$ cat config.mk
export PLATFORM = sky130hd
export DESIGN_NAME = nv21_pair_to_rgb_top
export DESIGN_NICKNAME = d
export VERILOG_FILES = /design/src/rtl/core/n2r_pkg.sv /design/src/rtl/core/nv21_pair_to_rgb_top.sv /design/src/rtl/core/n2r_queue.sv /design/src/rtl/core/n2r_front.sv /design/src/rtl/core/n2r_back.sv
export VERILOG_INCLUDE_DIRS = /design/src /design/src/rtl/core
export SDC_FILE = /design/constraint.sdc
export NUM_CORES = 1
export LEC_CHECK = 0
export ABC_AREA = 1
export BUFFER_PORTS_ARGS = -buffer_cell sky130_fd_sc_hd__buf_2
export CAP_MARGIN = 20
export CORE_UTILIZATION = 40
export DETAILED_ROUTE_END_ITERATION = 8
export PLACE_DENSITY = 0.66
export SYNTH_ARGS = -nofsm -noshare
export SYNTH_HDL_FRONTEND = slang
export SYNTH_HIERARCHICAL = 1
export SYNTH_SLANG_ARGS = --single-unit
$ cat constraint.sdc
create_clock -name i_clk -period 14.35 [get_ports i_clk]
set_input_delay 1.435 -clock i_clk [delete_from_list [all_inputs] [get_ports i_clk]]
set_output_delay 1.435 -clock i_clk [all_outputs]
set_load 0.01 [all_outputs]
$ cat src/rtl/core/nv21_pair_to_rgb_top_macros.svh
// Assertion macros shared by the NV21 pair to RGB converter.
`ifndef NV21_PAIR_TO_RGB_TOP_MACROS_SVH
`define NV21_PAIR_TO_RGB_TOP_MACROS_SVH
`ifndef SYNTHESIS
`define N2R_ASSERT_IMPL(lbl, clk, rst_n, ante, cons) \
    lbl: assert property (@(posedge clk) disable iff (!(rst_n)) (ante) |-> (cons)) \
        else $error("n2r assertion failed");
`define N2R_ASSERT_NEXT(lbl, clk, rst_n, ante, cons) \
    lbl: assert property (@(posedge clk) disable iff (!(rst_n)) (ante) |=> (cons)) \
        else $error("n2r assertion failed");
`else
`define N2R_ASSERT_IMPL(lbl, clk, rst_n, ante, cons)
`define N2R_ASSERT_NEXT(lbl, clk, rst_n, ante, cons)
`endif
`endif

$ cat src/rtl/core/n2r_pkg.sv
// Shared types, constants and colour conversion function for the NV21 to RGB converter.
package n2r_pkg;

    localparam int QueueDepth = 2;
    localparam int FracBits   = 7;

    localparam logic signed [17:0] ChromaBias = 18'sd128;
    localparam logic signed [17:0] CoefRV     = 18'sd176;
    localparam logic signed [17:0] CoefGV     = 18'sd89;
    localparam logic signed [17:0] CoefGU     = 18'sd43;
    localparam logic signed [17:0] CoefBU     = 18'sd222;
    localparam logic [7:0]         ClipMax    = 8'hFF;

    // One pair of pixels with every chroma byte its two pixels need
    typedef struct packed {
        logic [7:0] y_even;
        logic [7:0] y_odd;
        logic [7:0] u_own;
        logic [7:0] u_next;
        logic [7:0] v_own;
        logic [7:0] v_prev;
        logic       row_end;
        logic       last;
    } t_pair_job;

    typedef struct packed {
        logic [7:0] red;
        logic [7:0] green;
        logic [7:0] blue;
    } t_rgb;

    function automatic logic [7:0] clip_shift(input logic signed [17:0] t);
        logic [7:0] res;
        if (t < 0) begin
            res = 8'd0;
        end else if (t[17:FracBits] > 11'(ClipMax)) begin
            res = ClipMax;
        end else begin
            res = t[FracBits+7:FracBits];
        end
        return res;
    endfunction

    function automatic t_rgb yuv_to_rgb(input logic [7:0] y, input logic [7:0] u,
                                        input logic [7:0] v);
        logic signed [17:0] ys;
        logic signed [17:0] du;
        logic signed [17:0] dv;
        t_rgb               res;
        ys = signed'({3'b000, y, 7'b0000000});
        du = signed'({10'd0, u}) - ChromaBias;
        dv = signed'({10'd0, v}) - ChromaBias;
        res.red   = clip_shift(ys + CoefRV * dv);
        res.green = clip_shift(ys - CoefGV * dv - CoefGU * du);
        res.blue  = clip_shift(ys + CoefBU * du);
        return res;
    endfunction

endpackage

$ cat src/rtl/core/nv21_pair_to_rgb_top.sv
// Top level of the NV21 pixel pair to RGB converter.
// A released pair is queued, then each pixel passes the averaging and output registers.
// Throughput: one pixel per cycle at the output while i_ready stays high and jobs are queued.
// A row-ending transfer behind a held pair takes two job pushes in the front, held pair first.
// Reset (synchronous, active low) empties the job queue, the pixel stages and the held pair.
module nv21_pair_to_rgb_top #(
    parameter int QUEUE_DEPTH = n2r_pkg::QueueDepth
) (
    input  logic       i_clk,
    input  logic       i_rst_n,
    input  logic       i_valid,
    output logic       o_ready,
    input  logic [7:0] i_luma_even,
    input  logic [7:0] i_luma_odd,
    input  logic [7:0] i_chroma_v,
    input  logic [7:0] i_chroma_u,
    input  logic       i_row_last,
    output logic       o_valid,
    input  logic       i_ready,
    output logic [7:0] o_red,
    output logic [7:0] o_green,
    output logic [7:0] o_blue,
    output logic       o_row_end,
    output logic       o_last_of_run
);
    import n2r_pkg::*;

    // Front to queue: push a pair job whenever a pair is complete enough to convert
    logic      push;
    t_pair_job push_job;
    logic      full;

    // Queue to back: the oldest job, dropped once both its pixels have advanced
    logic      head_valid;
    t_pair_job head_job;
    logic      pop;

    n2r_front u_front (
        .i_clk       (i_clk),
        .i_rst_n     (i_rst_n),
        .i_valid     (i_valid),
        .o_ready     (o_ready),
        .i_luma_even (i_luma_even),
        .i_luma_odd  (i_luma_odd),
        .i_chroma_v  (i_chroma_v),
        .i_chroma_u  (i_chroma_u),
        .i_row_last  (i_row_last),
        .o_push      (push),
        .o_push_job  (push_job),
        .i_full      (full)
    );

    // Decouple the two sides so a stalled output does not freeze the input at once
    n2r_queue #(
        .DEPTH (QUEUE_DEPTH)
    ) u_queue (
        .i_clk        (i_clk),
        .i_rst_n      (i_rst_n),
        .i_push       (push),
        .i_push_job   (push_job),
        .o_full       (full),
        .i_pop        (pop),
        .o_head_valid (head_valid),
        .o_head_job   (head_job)
    );

    // Two registered stages: chroma averaging, then colour matrix and clipping
    n2r_back u_back (
        .i_clk         (i_clk),
        .i_rst_n       (i_rst_n),
        .i_head_valid  (head_valid),
        .i_head_job    (head_job),
        .o_pop         (pop),
        .o_valid       (o_valid),
        .i_ready       (i_ready),
        .o_red         (o_red),
        .o_green       (o_green),
        .o_blue        (o_blue),
        .o_row_end     (o_row_end),
        .o_last_of_run (o_last_of_run)
    );

endmodule

$ cat src/rtl/core/n2r_queue.sv
// Small FIFO of pair jobs between the front and back parts.
`include "nv21_pair_to_rgb_top_macros.svh"
module n2r_queue #(
    parameter int DEPTH = 2
) (
    input  logic                i_clk,
    input  logic                i_rst_n,
    input  logic                i_push,
    input  n2r_pkg::t_pair_job  i_push_job,
    output logic                o_full,
    input  logic                i_pop,
    output logic                o_head_valid,
    output n2r_pkg::t_pair_job  o_head_job
);
    import n2r_pkg::*;

    localparam int PtrW = (DEPTH > 1) ? $clog2(DEPTH) : 1;
    localparam int CntW = $clog2(DEPTH + 1);

    t_pair_job       r_mem [DEPTH];
    logic [PtrW-1:0] r_wr_ptr, n_wr_ptr;
    logic [PtrW-1:0] r_rd_ptr, n_rd_ptr;
    logic [CntW-1:0] r_count,  n_count;

    assign o_full       = (r_count == CntW'(DEPTH));
    assign o_head_valid = (r_count != '0);
    assign o_head_job   = r_mem[r_rd_ptr];

    always_comb begin
        n_wr_ptr = r_wr_ptr;
        n_rd_ptr = r_rd_ptr;
        n_count  = r_count;
        if (i_push) begin
            n_wr_ptr = (r_wr_ptr == PtrW'(DEPTH - 1)) ? '0 : r_wr_ptr + 1'b1;
        end
        if (i_pop) begin
            n_rd_ptr = (r_rd_ptr == PtrW'(DEPTH - 1)) ? '0 : r_rd_ptr + 1'b1;
        end
        if (i_push && !i_pop) begin
            n_count = r_count + 1'b1;
        end else if (i_pop && !i_push) begin
            n_count = r_count - 1'b1;
        end
    end

    always_ff @(posedge i_clk) begin
        if (!i_rst_n) begin
            r_wr_ptr <= '0;
            r_rd_ptr <= '0;
            r_count  <= '0;
        end else begin
            r_wr_ptr <= n_wr_ptr;
            r_rd_ptr <= n_rd_ptr;
            r_count  <= n_count;
        end
    end

    always_ff @(posedge i_clk) begin
        if (i_push) begin
            r_mem[r_wr_ptr] <= i_push_job;
        end
    end

    `N2R_ASSERT_IMPL(a_queue_bound, i_clk, i_rst_n, 1'b1, r_count <= CntW'(DEPTH))
    `N2R_ASSERT_IMPL(a_queue_no_overflow, i_clk, i_rst_n, i_push, !o_full || i_pop)

endmodule

$ cat src/rtl/core/n2r_front.sv
// Front part: accepts pixel pairs, holds one back and issues pair jobs.
`include "nv21_pair_to_rgb_top_macros.svh"
module n2r_front (
    input  logic                i_clk,
    input  logic                i_rst_n,
    input  logic                i_valid,
    output logic                o_ready,
    input  logic [7:0]          i_luma_even,
    input  logic [7:0]          i_luma_odd,
    input  logic [7:0]          i_chroma_v,
    input  logic [7:0]          i_chroma_u,
    input  logic                i_row_last,
    output logic                o_push,
    output n2r_pkg::t_pair_job  o_push_job,
    input  logic                i_full
);
    import n2r_pkg::*;

    logic       r_held_valid, n_held_valid;
    logic       r_phase,      n_phase;
    logic [7:0] r_held_ye;
    logic [7:0] r_held_yo;
    logic [7:0] r_held_v;
    logic [7:0] r_held_u;
    logic [7:0] r_prior_v;

    logic need_push;
    logic two_push;
    logic sel_own;
    logic accept;
    logic [7:0] own_vp;

    assign need_push = r_held_valid || i_row_last;
    assign two_push  = r_held_valid && i_row_last;
    // the held pair goes first; the item's own pair only when it ends the row
    assign sel_own   = r_phase || !r_held_valid;
    assign own_vp    = r_held_valid ? r_held_v : i_chroma_v;

    assign o_ready = !need_push || (!i_full && (!two_push || r_phase));
    assign accept  = i_valid && o_ready;
    assign o_push  = i_valid && need_push && !i_full;

    always_comb begin
        if (sel_own) begin
            o_push_job = '{y_even: i_luma_even, y_odd: i_luma_odd, u_own: i_chroma_u,
                           u_next: i_chroma_u, v_own: i_chroma_v, v_prev: own_vp,
                           row_end: 1'b1, last: 1'b1};
        end else begin
            o_push_job = '{y_even: r_held_ye, y_odd: r_held_yo, u_own: r_held_u,
                           u_next: i_chroma_u, v_own: r_held_v, v_prev: r_prior_v,
                           row_end: 1'b0, last: !i_row_last};
        end
    end

    always_comb begin
        n_phase      = r_phase;
        n_held_valid = r_held_valid;
        if (accept) begin
            n_phase      = 1'b0;
            n_held_valid = !i_row_last;
        end else if (o_push && two_push) begin
            n_phase = 1'b1;
        end
    end

    always_ff @(posedge i_clk) begin
        if (!i_rst_n) begin
            r_held_valid <= 1'b0;
            r_phase      <= 1'b0;
        end else begin
            r_held_valid <= n_held_valid;
            r_phase      <= n_phase;
        end
    end

    always_ff @(posedge i_clk) begin
        if (accept && !i_row_last) begin
            r_held_ye <= i_luma_even;
            r_held_yo <= i_luma_odd;
            r_held_v  <= i_chroma_v;
            r_held_u  <= i_chroma_u;
            r_prior_v <= own_vp;
        end
    end

    `N2R_ASSERT_IMPL(a_phase_ctx, i_clk, i_rst_n, r_phase,
                     i_valid && r_held_valid && i_row_last)
    `N2R_ASSERT_NEXT(a_phase_follows, i_clk, i_rst_n,
                     o_push && two_push && !r_phase, r_phase)

endmodule

$ cat src/rtl/core/n2r_back.sv
// Back part: splits pair jobs into pixels and converts them to RGB.
`include "nv21_pair_to_rgb_top_macros.svh"
module n2r_back (
    input  logic                i_clk,
    input  logic                i_rst_n,
    input  logic                i_head_valid,
    input  n2r_pkg::t_pair_job  i_head_job,
    output logic                o_pop,
    output logic                o_valid,
    input  logic                i_ready,
    output logic [7:0]          o_red,
    output logic [7:0]          o_green,
    output logic [7:0]          o_blue,
    output logic                o_row_end,
    output logic                o_last_of_run
);
    import n2r_pkg::*;

    logic       r_sub;
    logic       r_a_valid;
    logic [7:0] r_a_y, r_a_u, r_a_v;
    logic       r_a_row_end, r_a_last;
    logic       r_o_valid;
    t_rgb       r_o_rgb;
    logic       r_o_row_end, r_o_last;

    logic       adv_o, adv_a;
    logic [8:0] v_sum, u_sum;
    logic [7:0] n_a_y, n_a_u, n_a_v;
    logic       n_a_row_end, n_a_last;

    assign adv_o = !r_o_valid || i_ready;
    assign adv_a = !r_a_valid || adv_o;
    assign o_pop = adv_a && i_head_valid && r_sub;

    assign v_sum = {1'b0, i_head_job.v_own} + {1'b0, i_head_job.v_prev};
    assign u_sum = {1'b0, i_head_job.u_next} + {1'b0, i_head_job.u_own};

    // left pixel: own U, averaged V; right pixel: averaged U, own V
    always_comb begin
        if (!r_sub) begin
            n_a_y       = i_head_job.y_even;
            n_a_u       = i_head_job.u_own;
            n_a_v       = v_sum[8:1];
            n_a_row_end = 1'b0;
            n_a_last    = 1'b0;
        end else begin
            n_a_y       = i_head_job.y_odd;
            n_a_u       = u_sum[8:1];
            n_a_v       = i_head_job.v_own;
            n_a_row_end = i_head_job.row_end;
            n_a_last    = i_head_job.last;
        end
    end

    always_ff @(posedge i_clk) begin
        if (!i_rst_n) begin
            r_sub     <= 1'b0;
            r_a_valid <= 1'b0;
            r_o_valid <= 1'b0;
        end else begin
            if (adv_a) begin
                r_a_valid <= i_head_valid;
                if (i_head_valid) begin
                    r_sub <= !r_sub;
                end
            end
            if (adv_o) begin
                r_o_valid <= r_a_valid;
            end
        end
    end

    always_ff @(posedge i_clk) begin
        if (adv_a && i_head_valid) begin
            r_a_y       <= n_a_y;
            r_a_u       <= n_a_u;
            r_a_v       <= n_a_v;
            r_a_row_end <= n_a_row_end;
            r_a_last    <= n_a_last;
        end
        if (adv_o && r_a_valid) begin
            r_o_rgb     <= yuv_to_rgb(r_a_y, r_a_u, r_a_v);
            r_o_row_end <= r_a_row_end;
            r_o_last    <= r_a_last;
        end
    end

    assign o_valid       = r_o_valid;
    assign o_red         = r_o_rgb.red;
    assign o_green       = r_o_rgb.green;
    assign o_blue        = r_o_rgb.blue;
    assign o_row_end     = r_o_row_end;
    assign o_last_of_run = r_o_last;

    `N2R_ASSERT_IMPL(a_sub_head, i_clk, i_rst_n, r_sub, i_head_valid)

endmodule

==> impl_metrics.env <==
export IMPL_synth_largest_area_cell="edfxtp_1"
export IMPL_seq_area_frac_synth=0.391
export IMPL_drt_wirelength_per_cell_um=13.7
export IMPL_insertion_delay_ns=0.50
export IMPL_crit_type="reg -> reg"
export IMPL_drc_errors=0
export IMPL_tns_ns=0
export IMPL_ctsHoldBuffers=0
export IMPL_netlist_instances=1528
export IMPL_initial_core_util=0.406
export IMPL_finalNetCount=1876
export IMPL_path_clk_slew_ns=0.06
export IMPL_die_w_um=197
export IMPL_routed_wl_mm=29.1
export IMPL_setup_viol=0
export IMPL_avgSynthCellArea_um2=9.99
export IMPL_setup_worst_path_start_class="flip-flop"
export IMPL_yosys_area_top_type_share=0.378
export IMPL_synth_area_top_cells="edfxtp_1, ha_1, fa_1"
export IMPL_die_h_um=197
export IMPL_syn_area_um2=15300
export IMPL_ys_ff_latch=202
export IMPL_drt_iter0_drc=651
export IMPL_cts_root_buf="clkbuf_16"
export IMPL_hold_path_class="reg -> reg"
export IMPL_synth_edf_count=192
export IMPL_synthArstFlopShare=0
export IMPL_grt_pass1_vias=10200
export IMPL_layout_drive_gt1_share=0.126
export IMPL_track_usage=0.155
export IMPL_fmax_mhz=157
export IMPL_cts_resized=0
export IMPL_cts_sinks=202
export IMPL_area_delta_synth_final_pct=9.59
export IMPL_place_gp_congestion=0.924
export IMPL_hpwlAfterDp_mm=22.9
export IMPL_grt_max_degree=51
export IMPL_finClkSkew_ns=0.0175
export IMPL_die_area_um2=38900
export IMPL_fin_crit_ns=6.39
export IMPL_via_count=9923
export IMPL_core_um2=37600
export IMPL_status="finished, final reports clean"
export IMPL_slew_headroom=0.369
export IMPL_hold_violations=0
export IMPL_drv_cap=0
export IMPL_ys_types=49
export IMPL_n_antenna_cell=0
export IMPL_cts_tree="yes"
export IMPL_via_per_inst=4.69
export IMPL_end_kind="flip-flop"
export IMPL_fp_row_count=71
export IMPL_grt_remaining_overflow=0
export IMPL_ys_warn_count=6
export IMPL_syn_num_nets=1813
export IMPL_cp_required_ns=14.61
export IMPL_placement_io_buffers=64
export IMPL_slew_viol_final=0
export IMPL_rsz0062_at_grt="no"
export IMPL_worst_slew_pin_transition_ns=0.944
export IMPL_cts_max_level=1
export IMPL_pin_count=65
export IMPL_critPathArrivalTime_ns=6.65
export IMPL_clock_tree_buffer_depth=3
export IMPL_crit_fanout=22
export IMPL_first_pass_iters=7
export IMPL_numCtsBuffers=22
export IMPL_grt_first_pass_wirelength_mm=48.9
export IMPL_post_cts_buffers=0
export IMPL_synthFlopType="edfxtp_1"
export IMPL_finalCritPeriodShare=0.445
export IMPL_antenna_found_initial=0
export IMPL_ant_nets=0
state kept, by name, summed over array words and instances, names as in the netlist, 2 cells and up, named ones only:
register / count
u_queue/r_mem: 100
u_back/o_blue: 8
u_back/o_green: 8
u_back/o_red: 8
u_back/r_a_u: 8
u_back/r_a_v: 8
u_back/r_a_y: 8
u_front/r_held_u: 8
u_front/r_held_v: 8
u_front/r_held_ye: 8
u_front/r_held_yo: 8
u_front/r_prior_v: 8
u_queue/r_count: 2
layout make-up:
cell class                      count  area (um2)
Clock buffer                       28         594
Clock inverter                     12        93.8
Fill cell                        3548       20900
Inverter                          300        1130
Multi-Input combinational cell    994        7900
Sequential cell                   202        5970
Tap cell                          511         639
Timing Repair Buffer               71         393
per-layer routing:
layer,GRT usage,part of all wire,vias up
met5,0,0,-
met4,0.0379,0.022,0
met3,0.0162,0.032,41
met2,0.283,0.50,136
met1,0.196,0.45,4682
li1,-,-,5064
final timing paths:
check                                startpoint                    to  slack, ns  cells past startpoint
worst max-delay path            u_back/r_a_u[7]      u_back/o_blue[4]       7.96                     24
worst min-delay path            u_back/r_a_last  u_back/o_last_of_run       0.43                      0
worst max register to register  u_back/r_a_u[7]      u_back/o_blue[4]       7.96                     24
worst min register to register  u_back/r_a_last  u_back/o_last_of_run       0.43                      0
cell families after synthesis:
kind of cell,count (synthesis),synth area share
muxes,50,0.0492
adders and majority gates,248,0.244
AOI/OAI and AO/OA,160,0.0578
xor gates and xnor gates,54,0.0315
DFF,202,0.391
and+or+nand+nor,482,0.134
buffers and inverters,332,0.0923
placed cells by master, fill, tap and decap left out, types with 3 or more instances in the layout:
cell type  instances
o21bai_1           6
clkbuf_16         23
ha_1             165
o21ai_2            3
clkinv_2           4
o21ai_1            5
nand2_1          317
fa_1              83
nand4_1           18
xnor2_1           20
mux2_4            50
a21o_1             5
a21oi_1           69
nand2_2           18
edfxtp_1         192
nor2_1            72
nand3_1           32
a31oi_1            4
dfxtp_1            9
clkbuf_1           5
nand2_4            4
inv_2              6
buf_2             64
o21ai_0           54
nor3_1             6
clkinv_1           4
buf_4              6
inv_1            292
nor2_2             3
xor2_1            33
cell usage after synthesis, drive strengths merged, types with 2 or more instances:
library cell	n
and2	2
clkbuf	7
or2	2
edfxtp	192
nand4	18
a21o	5
a31oi	4
dfxtp	10
ha	165
inv	299
xnor2	20
o21a	2
nand3b	2
nor2	76
a21oi	71
o21bai	7
o211ai	2
fa	83
buf	25
nor3	7
xor2	34
o21ai	62
nand3	35
mux2	50
nand2	339
o22ai	2
metrics by stage:
stage               hold slack, ns  utilization  instances  area, um2  setup WS (ns)
global placement             0.420        0.426       2077      16000           8.13
detailed placement           0.418        0.426       2077      16000           7.95
finish                       0.427        0.445       2118      16700           7.96
CTS                          0.433        0.444       2117      16700           7.93
floorplan                    0.400            -       1528      15300           8.66
global route                 0.435        0.445       2118      16700           7.46
critical path: stages, from the launching register on:
cell,delay (ns)
edfxtp_1,0.76
inv_1,0.55
ha_1,0.49
fa_1,0.54
inv_1,0.05
fa_1,0.53
inv_1,0.05
fa_1,0.52
inv_1,0.04
ha_1,0.34
nand2_1,0.09
o21ai_0,0.38
a21oi_1,0.14
xor2_1,0.25
ha_1,0.27
a21oi_1,0.15
o21ai_0,0.10
a31oi_1,0.25
inv_1,0.09
nand2_1,0.09
inv_1,0.04
nand2_1,0.18
nand4_1,0.12
nand2_1,0.08
inv_1,0.04
Power is left out: the tool's default activity adds up to more than one toggle a clock period on the data nets, which glitch-free logic cannot reach.
